[src/hdl/kslpd_pkg.sv]
// ----------------------------------------------------------------------------
// kslpd_pkg
// Shared constants and types for the key short/long press detector.
// ----------------------------------------------------------------------------
package kslpd_pkg;

    localparam int NUM_KEYS = 2;

    localparam int OP_W      = 2;
    localparam int LEVEL_W   = 2;
    localparam int TIME_W    = 32;
    localparam int KEY_IDX_W = 4;
    localparam int MS_W      = 16;
    localparam int CFG_IDX_W = 1;

    localparam logic [OP_W-1:0] OP_POLL       = 2'd0;
    localparam logic [OP_W-1:0] OP_TAKE_CLICK = 2'd1;
    localparam logic [OP_W-1:0] OP_TAKE_HOLD  = 2'd2;

    localparam logic [CFG_IDX_W-1:0] REG_DEBOUNCE_MS   = 1'd0;
    localparam logic [CFG_IDX_W-1:0] REG_LONG_PRESS_MS = 1'd1;

    localparam logic [MS_W-1:0] DEBOUNCE_MS_RESET   = 16'd50;
    localparam logic [MS_W-1:0] LONG_PRESS_MS_RESET = 16'd500;

    localparam logic [1:0] MODE_IDLE    = 2'd0;
    localparam logic [1:0] MODE_PRESSED = 2'd1;
    localparam logic [1:0] MODE_LONG    = 2'd2;

    typedef struct packed {
        logic poll;
        logic take_click;
        logic take_hold;
    } lane_ctrl_t;

    typedef struct packed {
        logic click;
        logic hold;
    } lane_flags_t;

endpackage

[src/hdl/kslpd_if.sv]
// ----------------------------------------------------------------------------
// kslpd_in_if / kslpd_out_if
// Valid/ready channels carrying the request and result beats.
// ----------------------------------------------------------------------------
interface kslpd_in_if;
    import kslpd_pkg::*;

    logic                 valid;
    logic                 ready;
    logic [OP_W-1:0]      operation;
    logic [LEVEL_W-1:0]   key_levels;
    logic [TIME_W-1:0]    now_ms;
    logic [KEY_IDX_W-1:0] key_index;

    modport source (output valid, operation, key_levels, now_ms, key_index, input ready);
    modport sink (input valid, operation, key_levels, now_ms, key_index, output ready);
endinterface

interface kslpd_out_if;
    logic valid;
    logic ready;
    logic taken;

    modport source (output valid, taken, input ready);
    modport sink (input valid, taken, output ready);
endinterface

[src/hdl/kslpd_lane.sv]
// ----------------------------------------------------------------------------
// kslpd_lane
// Per-key press state machine with press timestamp and sticky flags.
// ----------------------------------------------------------------------------
module kslpd_lane (
    input  logic                          clk,
    input  logic                          rst_n,
    input  kslpd_pkg::lane_ctrl_t         ctrl,
    input  logic                          released,
    input  logic [kslpd_pkg::TIME_W-1:0]  now_ms,
    input  logic [kslpd_pkg::MS_W-1:0]    debounce_ms,
    input  logic [kslpd_pkg::MS_W-1:0]    long_press_ms,
    output kslpd_pkg::lane_flags_t        flags
);
    import kslpd_pkg::*;

    logic [1:0]        mode_reg, mode_next;
    logic [TIME_W-1:0] press_time_reg, press_time_next;
    lane_flags_t       flags_reg, flags_next;
    logic [TIME_W-1:0] elapsed;
    logic              debounced;
    logic              long_held;

    assign elapsed   = now_ms - press_time_reg;
    assign debounced = elapsed >= {{(TIME_W-MS_W){1'b0}}, debounce_ms};
    assign long_held = elapsed >= {{(TIME_W-MS_W){1'b0}}, long_press_ms};

    always_comb
    begin
        mode_next        = mode_reg;
        press_time_next  = press_time_reg;
        flags_next.click = flags_reg.click & ~ctrl.take_click;
        flags_next.hold  = flags_reg.hold & ~ctrl.take_hold;
        if (ctrl.poll)
        begin
            case (mode_reg)
                MODE_IDLE:
                begin
                    if (!released)
                    begin
                        press_time_next = now_ms;
                        mode_next       = MODE_PRESSED;
                    end
                end
                MODE_PRESSED:
                begin
                    if (debounced)
                    begin
                        if (released)
                        begin
                            flags_next.click = 1'b1;
                            mode_next        = MODE_IDLE;
                        end
                        else if (long_held)
                        begin
                            mode_next = MODE_LONG;
                        end
                    end
                end
                MODE_LONG:
                begin
                    if (released)
                    begin
                        flags_next.hold = 1'b1;
                        mode_next       = MODE_IDLE;
                    end
                end
                default:
                begin
                    mode_next = MODE_IDLE;
                end
            endcase
        end
    end

    always_ff @(posedge clk or negedge rst_n)
    begin
        if (!rst_n)
        begin
            mode_reg  <= MODE_IDLE;
            flags_reg <= '0;
        end
        else
        begin
            mode_reg  <= mode_next;
            flags_reg <= flags_next;
        end
    end

    always_ff @(posedge clk)
    begin
        press_time_reg <= press_time_next;
    end

    assign flags = flags_reg;

endmodule

[src/hdl/kslpd_merge.sv]
// ----------------------------------------------------------------------------
// kslpd_merge
// Decodes the operation into lane strobes and merges the asked flag.
// ----------------------------------------------------------------------------
module kslpd_merge (
    input  logic                             fire,
    input  logic [kslpd_pkg::OP_W-1:0]       operation,
    input  logic [kslpd_pkg::KEY_IDX_W-1:0]  key_index,
    input  kslpd_pkg::lane_flags_t           flags [kslpd_pkg::NUM_KEYS],
    output kslpd_pkg::lane_ctrl_t            ctrl [kslpd_pkg::NUM_KEYS],
    output logic                             taken
);
    import kslpd_pkg::*;

    logic is_click;
    logic is_hold;
    logic hit;

    assign is_click = fire && (operation == OP_TAKE_CLICK);
    assign is_hold  = fire && (operation == OP_TAKE_HOLD);

    always_comb
    begin
        hit = 1'b0;
        for (int k = 0; k < NUM_KEYS; k++)
        begin
            ctrl[k].poll       = fire && (operation == OP_POLL);
            ctrl[k].take_click = is_click && ({1'b0, key_index} == (KEY_IDX_W+1)'(k));
            ctrl[k].take_hold  = is_hold && ({1'b0, key_index} == (KEY_IDX_W+1)'(k));
            hit = hit | (ctrl[k].take_click & flags[k].click)
                      | (ctrl[k].take_hold & flags[k].hold);
        end
        taken = hit;
    end

endmodule

[src/hdl/key_short_long_press_detector.sv]
// ----------------------------------------------------------------------------
// key_short_long_press_detector
// Debounced short and long press detection for a bank of active-low keys.
// ----------------------------------------------------------------------------
// Every request beat gives exactly one result beat. A poll beat updates all
// keys at once in parallel lanes, and a take beat reads and clears one key's
// click or hold flag. Each beat passes through the lanes into an output
// register, so a new beat is accepted every cycle as long as the result
// register is empty or being drained in the same cycle, and its result is
// valid in the cycle after the request is accepted. Configuration writes are expected only
// while the block is idle.
module key_short_long_press_detector (
    input  logic                             clk,
    input  logic                             rst_n,
    input  logic                             cfg_write,
    input  logic [kslpd_pkg::CFG_IDX_W-1:0]  cfg_index,
    input  logic [kslpd_pkg::MS_W-1:0]       cfg_data,
    kslpd_in_if.sink                         in_item,
    kslpd_out_if.source                      out_item
);
    import kslpd_pkg::*;

    logic [MS_W-1:0] debounce_ms_reg;
    logic [MS_W-1:0] long_press_ms_reg;
    logic            out_valid_reg, out_valid_next;
    logic            out_taken_reg, out_taken_next;
    logic            fire;
    logic            taken;
    lane_ctrl_t      ctrl  [NUM_KEYS];
    lane_flags_t     flags [NUM_KEYS];

    assign in_item.ready = !out_valid_reg || out_item.ready;
    assign fire          = in_item.valid && in_item.ready;

    always_ff @(posedge clk or negedge rst_n)
    begin
        if (!rst_n)
        begin
            debounce_ms_reg   <= DEBOUNCE_MS_RESET;
            long_press_ms_reg <= LONG_PRESS_MS_RESET;
        end
        else if (cfg_write)
        begin
            case (cfg_index)
                REG_DEBOUNCE_MS:   debounce_ms_reg   <= cfg_data;
                REG_LONG_PRESS_MS: long_press_ms_reg <= cfg_data;
                default:           ;
            endcase
        end
    end

    for (genvar k = 0; k < NUM_KEYS; k++)
    begin : g_lane
        logic released;
        if (k < LEVEL_W)
        begin : g_level
            assign released = in_item.key_levels[k];
        end
        else
        begin : g_absent
            assign released = 1'b0;
        end

        kslpd_lane u_lane (
            .clk           (clk),
            .rst_n         (rst_n),
            .ctrl          (ctrl[k]),
            .released      (released),
            .now_ms        (in_item.now_ms),
            .debounce_ms   (debounce_ms_reg),
            .long_press_ms (long_press_ms_reg),
            .flags         (flags[k])
        );
    end

    kslpd_merge u_merge (
        .fire      (fire),
        .operation (in_item.operation),
        .key_index (in_item.key_index),
        .flags     (flags),
        .ctrl      (ctrl),
        .taken     (taken)
    );

    always_comb
    begin
        out_valid_next = out_valid_reg && !out_item.ready;
        out_taken_next = out_taken_reg;
        if (fire)
        begin
            out_valid_next = 1'b1;
            out_taken_next = taken;
        end
    end

    always_ff @(posedge clk or negedge rst_n)
    begin
        if (!rst_n)
        begin
            out_valid_reg <= 1'b0;
        end
        else
        begin
            out_valid_reg <= out_valid_next;
        end
    end

    always_ff @(posedge clk)
    begin
        out_taken_reg <= out_taken_next;
    end

    assign out_item.valid = out_valid_reg;
    assign out_item.taken = out_taken_reg;

endmodule

[src/flat_wrapper.sv]
// flat-port wrapper written by rule: the top's interface ports become plain ports
module key_short_long_press_detector_flat import kslpd_pkg::*;
  (clk, rst_n, cfg_write, cfg_index, cfg_data, in_item_valid, in_item_operation, in_item_key_levels, in_item_now_ms, in_item_key_index, in_item_ready, out_item_valid, out_item_taken, out_item_ready);
  kslpd_in_if in_item_i ();
  kslpd_out_if out_item_i ();
  input  logic clk;
  input  logic rst_n;
  input  logic cfg_write;
  input  logic [kslpd_pkg::CFG_IDX_W-1:0] cfg_index;
  input  logic [kslpd_pkg::MS_W-1:0] cfg_data;
  input wire logic [$bits(in_item_i.valid)-1:0] in_item_valid;
  input wire logic [$bits(in_item_i.operation)-1:0] in_item_operation;
  input wire logic [$bits(in_item_i.key_levels)-1:0] in_item_key_levels;
  input wire logic [$bits(in_item_i.now_ms)-1:0] in_item_now_ms;
  input wire logic [$bits(in_item_i.key_index)-1:0] in_item_key_index;
  output wire logic [$bits(in_item_i.ready)-1:0] in_item_ready;
  output wire logic [$bits(out_item_i.valid)-1:0] out_item_valid;
  output wire logic [$bits(out_item_i.taken)-1:0] out_item_taken;
  input wire logic [$bits(out_item_i.ready)-1:0] out_item_ready;
  assign in_item_i.valid = in_item_valid;
  assign in_item_i.operation = in_item_operation;
  assign in_item_i.key_levels = in_item_key_levels;
  assign in_item_i.now_ms = in_item_now_ms;
  assign in_item_i.key_index = in_item_key_index;
  assign in_item_ready = in_item_i.ready;
  assign out_item_valid = out_item_i.valid;
  assign out_item_taken = out_item_i.taken;
  assign out_item_i.ready = out_item_ready;
  key_short_long_press_detector u_core (.clk(clk), .rst_n(rst_n), .cfg_write(cfg_write), .cfg_index(cfg_index), .cfg_data(cfg_data), .in_item(in_item_i), .out_item(out_item_i));
endmodule
[config.mk]
export PLATFORM = sky130hd
export DESIGN_NAME = key_short_long_press_detector_flat
export DESIGN_NICKNAME = d
export VERILOG_FILES = /design/src/hdl/kslpd_pkg.sv /design/src/hdl/kslpd_if.sv /design/src/hdl/kslpd_lane.sv /design/src/hdl/kslpd_merge.sv /design/src/hdl/key_short_long_press_detector.sv /design/src/flat_wrapper.sv
export SDC_FILE = /design/constraint.sdc
export NUM_CORES = 1
export LEC_CHECK = 0
export BUFFER_PORTS_ARGS = -buffer_cell sky130_fd_sc_hd__clkbuf_2
export CELL_PAD_IN_SITES_DETAIL_PLACEMENT = 0
export CELL_PAD_IN_SITES_GLOBAL_PLACEMENT = 1
export CORE_UTILIZATION = 52
export DETAILED_ROUTE_END_ITERATION = 16
export GPL_TIMING_DRIVEN = 0
export PLACE_DENSITY = 0.87
export SYNTH_ARGS = -nofsm -noshare
export SYNTH_HDL_FRONTEND = slang
export SYNTH_SLANG_ARGS = --single-unit
[constraint.sdc]
create_clock -name clk -period 13.3 [get_ports clk]
set_input_delay 0.665 -clock clk [delete_from_list [all_inputs] [get_ports clk]]
set_output_delay 0.665 -clock clk [all_outputs]
set_load 0.05 [all_outputs]
# ---- Word level (Yosys, flattened, before mapping)
# Index checks and enable logic that the tools add are counted.
dict set report word_totals {
  out_inout_bits 3
  memories 0
  ramBits 0
  ff_bits 106
  in_bits 62
  mem_bits_ro 0
  latch_bits 0
  wordCells 98
}
dict set report op_classes {
  mul 0
  addsub 2
  magnitude_cmp 4
  eq_ne 15
  div_mod_pow 0
  n_reduce_logical 22
  n_shift 0
  muxes 25
  bitwise 18
}
# op count
set ops {}
lappend ops {{$ge 32x16->1} 4}
lappend ops {{$sub 32x32->32} 2}
lappend ops {{$mux 2} 12}
lappend ops {{$ne 2x2->1 const B} 6}
lappend ops {{$pmux 2 s3} 2}
lappend ops {{$mux 1} 11}
lappend ops {{$reduce_and 5->1} 2}
lappend ops {{$logic_and 1x1->1} 9}
lappend ops {{$and 1x1->1} 8}
lappend ops {{$not 1->1} 7}
lappend ops {{$eq 2x1->1 const B} 3}
lappend ops {{$eq 2x2->1 const B} 3}
lappend ops {{$logic_not 2->1} 3}
lappend ops {{$ne 3x3->1 const B} 2}
lappend ops {{$reduce_and 3->1} 2}
lappend ops {{$eq 4x1->1 const B} 1}
lappend ops {{$logic_not 4->1} 1}
lappend ops {{$reduce_and 2->1} 2}
lappend ops {{$or 1x1->1} 3}
lappend ops {{$logic_not 1->1} 2}
lappend ops {{$logic_or 1x1->1} 1}

# ---- Logic depth before layout (Yosys ltp)
# Gate-level depths: netlist (run 1).
dict set report logic_depth {
  ltp_word 11
  depth_mapped 18
  depth_no_buf 18
}

# ---- Modules after synthesis
# Synthesis (run 1) repeated with hierarchy kept, for this count alone.
dict set report unflattened {
  hier_cells 1078
  area_unflattened_um2 9884.5
}
# module seq_area_each_um2 instances cells_each area_each_um2
set modules_own_cells {}
lappend modules_own_cells {{kslpd_lane at u_core.g_lane[0].u_lane} 1061.0 1 499 4226.6}
lappend modules_own_cells {{kslpd_lane at u_core.g_lane[1].u_lane} 1061.0 1 489 4224.1}
lappend modules_own_cells {key_short_long_press_detector 867.1 1 74 1332.5}
lappend modules_own_cells {kslpd_merge 0.0 1 16 101.3}

# ---- Least setup slack after synthesis (run 1)
# Ideal clock, no wire load.
dict set report synth_path {
  path_kind {input port to flip-flop}
  from {input port out_item_ready}
  to {register u_core.g_lane[1].u_lane.press_time_reg[0] (enable)}
  n_path_buf 0
  path_stages 4
  arrival_ns 4.789
  path_slack_ns 8.006
  path_cell_list {nand2b_1 > nand2_1 > or3_1 > nor4_1}
}
dict set report synth_between {
  elab_chain_len 4
}
# item line
set synth_lines {}
lappend synth_lines {{from (decl)} flat_wrapper.sv:19} ;# input wire logic [$bits(out_item_i.ready)-1:0] out_item_ready;
lappend synth_lines {{$logic_or 1x1->1} key_short_long_press_detector.sv:32} ;# assign in_item.ready = !out_valid_reg || out_item.ready;
lappend synth_lines {{$logic_and 1x1->1} key_short_long_press_detector.sv:33} ;# assign fire = in_item.valid && in_item.ready;
lappend synth_lines {{$logic_and 1x1->1} kslpd_merge.sv:27} ;# ctrl[k].poll = fire && (operation == OP_POLL);
lappend synth_lines {{$reduce_and 3->1 (no line)} -}
lappend synth_lines {{to (signal assigned)} kslpd_lane.sv:92} ;# press_time_reg <= press_time_next;
lappend synth_lines {{to (decl)} kslpd_lane.sv:18} ;# logic [TIME_W-1:0] press_time_reg, press_time_next;
# No other way between the ends.
# A chain may end at the register's enable or synchronous reset.

# ---- Worst setup path after layout (run 1)
dict set report layout_path {
  from {input port in_item_now_ms[4]}
  to {register u_core.g_lane[0].u_lane.mode_reg[1]}
}
dict set report layout_between {
  elab_chain_len 4
  elab_cells_between_ends 6
  classes_between {add/sub (1); order compare (2); eq/ne (2); reduce/logical (1)}
}
# item line
set layout_lines {}
lappend layout_lines {{from (decl)} flat_wrapper.sv:14} ;# input wire logic [$bits(in_item_i.now_ms)-1:0] in_item_now_ms;
lappend layout_lines {{$sub 32x32->32 *} kslpd_lane.sv:24} ;# assign elapsed = now_ms - press_time_reg;
lappend layout_lines {{$ge 32x16->1, on equally long branches} {kslpd_lane.sv:26, kslpd_lane.sv:25}}
lappend layout_lines {{$ne 3x3->1 (no line) or $ne 2x2->1 (tied branches)} -}
lappend layout_lines {{$reduce_and 5->1 (no line) *} -}
lappend layout_lines {{to (signal assigned)} kslpd_lane.sv:85} ;# mode_reg <= mode_next;
lappend layout_lines {{to (decl)} kslpd_lane.sv:17} ;# logic [1:0] mode_reg, mode_next;
# Mark *: on every way between the ends. The rest lies on a longest branch, timed or not.

==> results of run 1 <==
critical path, stage by stage:
cell and delay, ns:
clkbuf_2 0.12, ha_1 0.44, o2111ai_1 0.22, a2111oi_0 0.74
nor3b_1 0.19, xnor2_1 0.21, ha_1 0.32, nand4_1 0.19
a2111oi_0 0.62, nor2_1 0.10, and3_1 0.22, a21oi_1 0.19
mux2_2 0.35
cells in the final DEF, fill, tap and decap left out, drive strengths merged, types with 7 or more instances in the layout:
cell type | netlist | layout
xor2 | 15 | 15
nand4 | 23 | 23
xnor2 | 31 | 31
o2111ai | 7 | 7
nand3 | 22 | 22
a31oi | 14 | 14
dfstp | 9 | 9
a211oi | 9 | 9
nand2 | 83 | 83
nor3 | 13 | 13
a21oi | 84 | 84
edfxtp | 65 | 65
o21bai | 7 | 7
nor2b | 15 | 15
inv | 111 | 112
ha | 126 | 126
buf | 4 | 8
a21o | 35 | 35
nand2b | 11 | 11
mux2 | 21 | 21
dfrtp | 32 | 32
o211ai | 13 | 13
nor2 | 54 | 54
o21a | 11 | 11
o21ai | 63 | 63
or3 | 9 | 9
clkbuf | 21 | 94
area by class of cell:
| type | instances | share of cell area (%) |
|---|---|---|
| clock inverter | 6 | 0.434 |
| sequential | 106 | 30.5 |
| buffer | 25 | 1.01 |
| clock buffer | 9 | 2.30 |
| tap | 220 | 2.81 |
| timing repair buffer | 68 | 3.57 |
| multi-input combinational | 744 | 55.1 |
| inverter | 111 | 4.25 |
cell usage after synthesis, drive strengths merged, types with 15 or more instances:
cell type / number / area, um2
a21o: 35 / 263
a21oi: 84 / 432
clkbuf: 21 / 78.8
dfrtp: 32 / 801
edfxtp: 65 / 1950
ha: 126 / 1580
inv: 111 / 417
mux2: 21 / 236
nand2: 83 / 312
nand3: 22 / 115
nand4: 23 / 144
nor2: 54 / 203
nor2b: 15 / 93.8
o21ai: 63 / 315
xnor2: 31 / 272
xor2: 15 / 131
worst min path at each step:
stage                                                               end  slack (ns)
floorplan                         u_core.debounce_ms_reg[0]$_DFFE_PN0P_        0.37
global placement             u_core.g_lane[0].u_lane.flags[0]$_DFF_PN0_        0.48
detailed placement              u_core.long_press_ms_reg[9]$_DFFE_PN0P_        0.50
CTS                               u_core.debounce_ms_reg[2]$_DFFE_PN0P_        0.50
global route        u_core.g_lane[1].u_lane.press_time_reg[0]$_DFFE_PP_        0.51
finish                          u_core.long_press_ms_reg[1]$_DFFE_PN0P_        0.46
through the flow:
stage | instance area, um2 | power [mW] | cells
global route | 9800 | 1.02 | 1289
finish | 9800 | 0.956 | 1289
global placement | 9500 | 0.703 | 1270
detailed placement | 9540 | 0.712 | 1274
CTS | 9800 | 0.962 | 1289
floorplan | 8900 | 0.625 | 986
layer usage:
layer / vias to the layer above / GRT usage [%] / share of wire [%]
li1: 3754 / - / -
met1: 3439 / 35.7 / 51
met2: 129 / 38.2 / 44
met3: 18 / 3.37 / 3.8
met4: 0 / 6.39 / 1.3
met5: - / 0 / 0
power groups by stage:
stage          clock, mW  combinational, mW  sequential (mW)
3_3_place_gp           0              0.300            0.403
5_1_grt            0.265              0.353            0.402
4_1_cts            0.254              0.310            0.398
6_report           0.247              0.310            0.398
2_1_floorplan          0              0.223            0.402
3_5_place_dp           0              0.307            0.405
kinds of logic after synthesis:
| logic type | share of synthesized area, % |
|---|---|
| AOI/OAI and AO/OA | 20.4 |
| and+or+nand+nor | 14.4 |
| buffers and inverters | 5.79 |
| adders and majority gates | 18.2 |
| DFF | 33.6 |
| xor gates and xnor gates | 4.52 |
| muxes | 3.22 |
==> results.json, run 1 <==
{
  "gp_congestion": 0.910,
  "ys_ff_latch": 106,
  "syn_to_final_growth_pct": 10.1,
  "fillers": 1538,
  "synth_ff_type": "edfxtp_1",
  "io_buffers": 64,
  "critPathLaunch": "in_item_now_ms[4]",
  "p_clk_share_pct": 25.9,
  "cp-endpoint": "u_core.g_lane[0].u_lane.mode_reg[1]$_DFFE_PN0P_",
  "clk_pin_slew_ns": 0.07,
  "grt_start_max_net_pins": 42,
  "cts_made_buffers": 9,
  "grt_pass1_vias": 6984,
  "multi_input_area_mm2": 0.00541,
  "start_kind": "input port",
  "clock_latency_ns": 0.36,
  "powerDensity_mw_per_mm2": 97.5,
  "syn-num-nets": 1176,
  "synthesis.area_mm2": 0.00890,
  "yosys_warnings": 0,
  "period_needed_ns": 4.33,
  "drive_gt1_share_pct": 12.1,
  "largest_reg_flops": 64,
  "fin_crit_sh_pct": 32.6,
  "first_pass_iters": 4,
  "netSwitchingFraction_pct": 33.4,
  "grt_antenna_before_repair": 0,
  "drcViolationCount": 0,
  "synth-edff-count": 65,
  "grtUsageTotal_pct": 24.5,
  "h-tree-depth": 3,
  "p_comb_share_pct": 32.5,
  "cts_max_path_buffers": 2,
  "net-switching-power_uw": 319,
  "peakVddDrop_v": 0.0000993,
  "fin_skew_ns": 0.00716,
  "grt_pass1_wl_mm": 34.1,
  "p_int_uw": 637,
  "worst_slack_ns": 8.97,
  "synthArstFlopShare_pct": 38.7,
  "initial_utilization_pct": 53.5,
  "postCtsSetupBuffers": 0,
  "wl_per_cell_um": 16.1,
  "cts.sinks": 106,
  "r2r-end": "u_core.g_lane[0].u_lane.mode_reg[1]$_DFFE_PN0P_",
  "via_count": 7340,
  "relSlewSlack_pct": 17.7,
  "die_h_um": 133,
  "drt_iter0_markers": 354,
  "fmax_ghz": 0.231,
  "rsz0062_at_grt": "false",
  "p_leak_nw": 4.46,
  "routed_via_density": 5.69,
  "syn_inst": 986,
  "rows": 47,
  "overflow": 0,
  "synth_cell_types": 66,
  "arrival_ns": 4.57,
  "crit_type": "in2reg",
  "hold_violations": 0,
  "root_buffer": "clkbuf_16",
  "cts-resized-gates": 0,
  "die_w_um": 133,
  "rr_startpoint": "u_core.g_lane[0].u_lane.press_time_reg[1]$_DFFE_PP_",
  "tightest_slew_ns": 1.23,
  "setup_violations": 0,
  "die-area_mm2": 0.0177,
  "hold_class": "in2async",
  "ios": 65,
  "setup_tns_ns": 0,
  "postRouteAntennaNets": 0,
  "outcome": "finished, final reports clean",
  "wirelength_mm": 20.8,
  "critPathRequiredTime_ns": 13.54,
  "holdWs_ns": 0.462,
  "core_area_mm2": 0.0166,
  "final_core_util_pct": 58.9,
  "p_seq_share_pct": 41.7,
  "reg2reg_depth": 14,
  "r2r_setup_slack_ns": 9.04,
  "seqCellArea_mm2": 0.00299,
  "final_net_count": 1255,
  "synth_seq_area_share_pct": 33.6,
  "tritoncts": "built",
  "hpwlAfterDp_mm": 17.1,
  "worstSetupEndpointType": "flop",
  "pre_cts_slack_ns": 8.60,
  "avgSynthCellArea_um2": 9.03,
  "maxSlewViolCount": 0,
  "cts_hold_buffers": 0,
  "cp_max_fo": 5,
  "drv_cap": 0,
  "antenna_cells": 0
}
Note: power is estimated with default switching activity, not from simulation.
==> run 2: changes to the inputs <==
--- a/config.mk
+++ b/config.mk
@@ -8,10 +8,10 @@
 export BUFFER_PORTS_ARGS = -buffer_cell sky130_fd_sc_hd__clkbuf_2
 export CELL_PAD_IN_SITES_DETAIL_PLACEMENT = 0
 export CELL_PAD_IN_SITES_GLOBAL_PLACEMENT = 1
-export CORE_UTILIZATION = 52
+export CORE_UTILIZATION = 48
 export DETAILED_ROUTE_END_ITERATION = 16
 export GPL_TIMING_DRIVEN = 0
-export PLACE_DENSITY = 0.87
+export PLACE_DENSITY = 0.81
 export SYNTH_ARGS = -nofsm -noshare
 export SYNTH_HDL_FRONTEND = slang
 export SYNTH_SLANG_ARGS = --single-unit
==> constraint.sdc (replaced) <==
create_clock -name clk -period 4.55 [get_ports clk]
set_input_delay 0.2275 -clock clk [delete_from_list [all_inputs] [get_ports clk]]
set_output_delay 0.2275 -clock clk [all_outputs]
set_load 0.05 [all_outputs]
==> results.json, run 2 (synthesis results as in run 1) <==
{
  "holdWs_ns": 0.0232,
  "final_net_count": 1253,
  "io_buffers": 64,
  "start_kind": "flop",
  "hold_class": "in2async",
  "tritoncts": "built",
  "rsz0062_at_grt": "false",
  "ios": 65,
  "path_cells": "inv_1 > ha_1 > nor2b_1 > o2111ai_1 > a211oi_1 > or4b_1 > buf_2 > xor2_1 > ha_1 > nand4_1 > a2111oi_1 > nor2_1 > and3_1 > a21oi_1 > mux2_2",
  "via_count": 7344,
  "setup_tns_ns": 0,
  "finish.instance_area_mm2": 0.00983,
  "wl_per_cell_um": 16.1,
  "cts_made_buffers": 9,
  "die-area_mm2": 0.0191,
  "syn_to_final_growth_pct": 10.3,
  "dpl-instance-area_mm2": 0.00955,
  "peakVddDrop_v": 0.000161,
  "cpLargestDelayFamily": "simple AND/OR/NAND/NOR gates",
  "critPathRequiredTime_ns": 4.79,
  "drt_iter0_markers": 368,
  "grt_pass1_wl_mm": 34.5,
  "hold_violations": 0,
  "worstSetupEndpointType": "flop",
  "final_core_util_pct": 54.3,
  "rows": 49,
  "maxSlewViolCount": 0,
  "fillers": 1692,
  "relSlewSlack_pct": 19.2,
  "layout_commonest_cell": "ha_1",
  "core_area_mm2": 0.0181,
  "postCtsSetupBuffers": 0,
  "antenna_cells": 0,
  "period_needed_ns": 4.11,
  "postRouteAntennaNets": 0,
  "cts_max_path_buffers": 2,
  "crit_top_cell": "ha_1",
  "routed_via_density": 5.66,
  "cts_hold_buffers": 0,
  "cp_max_fo": 6,
  "fin_skew_ns": 0.00994,
  "p_leak_nw": 4.45,
  "cts.sinks": 106,
  "overflow": 0,
  "tightest_slew_ns": 1.21,
  "grtUsageTotal_pct": 22.7,
  "crit_type": "reg2reg",
  "clk_pin_slew_ns": 0.07,
  "h-tree-depth": 3,
  "p_total_mw": 2.80,
  "initial_utilization_pct": 49.2,
  "grt_start_max_net_pins": 42,
  "die_w_um": 138,
  "grt_antenna_before_repair": 0,
  "fin_crit_sh_pct": 90.4,
  "layout_common_cells": "ha_1, inv_1, a21oi_1, nand2_1, edfxtp_1",
  "outcome": "complete, but fails checks",
  "cp_slowest_cell": "a2111oi_1",
  "grt_pass1_vias": 6981,
  "path_buf_inv": 2,
  "gp_congestion": 0.856,
  "multi_input_area_mm2": 0.00542,
  "critPathMaxStageDelay_ns": 0.51,
  "r2r_setup_slack_ns": 0.44,
  "powerDensity_mw_per_mm2": 285,
  "largest_reg_flops": 64,
  "setup_violations": 0,
  "violations": "DRC",
  "root_buffer": "clkbuf_16",
  "fmax_ghz": 0.243,
  "die_h_um": 138,
  "drive_gt1_share_pct": 11.8,
  "hpwlAfterDp_mm": 17.2,
  "drv_cap": 0,
  "seqCellArea_mm2": 0.00299,
  "wirelength_mm": 20.8,
  "arrival_ns": 4.35,
  "clock_latency_ns": 0.36,
  "first_pass_iters": 11,
  "drcViolationCount": 12
}
run 2: layer usage:
metal	GRT usage (%)	routed length, um
met5	0	0
met4	5.50	235
met3	2.87	740
met2	35.4	9000
met1	33.3	10800
run 2: worst paths after layout:
check	to	depth (start not counted)	start
setup / recovery	u_core.g_lane[0].u_lane.mode_reg[1]$_DFFE_PN0P_	15	u_core.g_lane[0].u_lane.press_time_reg[1]$_DFFE_PP_
hold / removal	u_core.long_press_ms_reg[1]$_DFFE_PN0P_	1	rst_n
setup reg to reg	u_core.g_lane[0].u_lane.mode_reg[1]$_DFFE_PN0P_	15	u_core.g_lane[0].u_lane.press_time_reg[1]$_DFFE_PP_
hold reg to reg	u_core.g_lane[0].u_lane.flags[0]$_DFF_PN0_	2	u_core.g_lane[0].u_lane.flags[0]$_DFF_PN0_
max in group asynchronous	u_core.g_lane[1].u_lane.mode_reg[1]$_DFFE_PN0P_	1	rst_n
min in group clk	u_core.debounce_ms_reg[1]$_DFFE_PN1P_	3	cfg_data[1]
run 2: through the flow:
stage | std cells | worst slack [ns]
floorplan | 986 | 0.699
CTS | 1297 | 0.214
detailed placement | 1281 | 0.230
global placement | 1279 | 0.242
global route | 1297 | 0.0456
finish | 1297 | 0.438
run 2: repair_timing:
action                     4_1_cts  5_1_grt
gates resized for setup          0        2
setup endpoints to repair        0        2
hold endpoints to repair         0        0
run 2: area by class of cell:
cell class | instances | area share (%)
tap | 229 | 2.92
clock buffer | 10 | 2.33
clock inverter | 6 | 0.420
multi-input combinational | 744 | 55.1
timing repair buffer | 66 | 3.53
inverter | 111 | 4.24
sequential | 106 | 30.4
buffer | 25 | 1.01
run 2: where the power goes:
part	internal [mW]	switching (mW)	total, mW
clock	0.372	0.356	0.728
sequential	1.12	0.0476	1.17
combinational	0.372	0.534	0.907
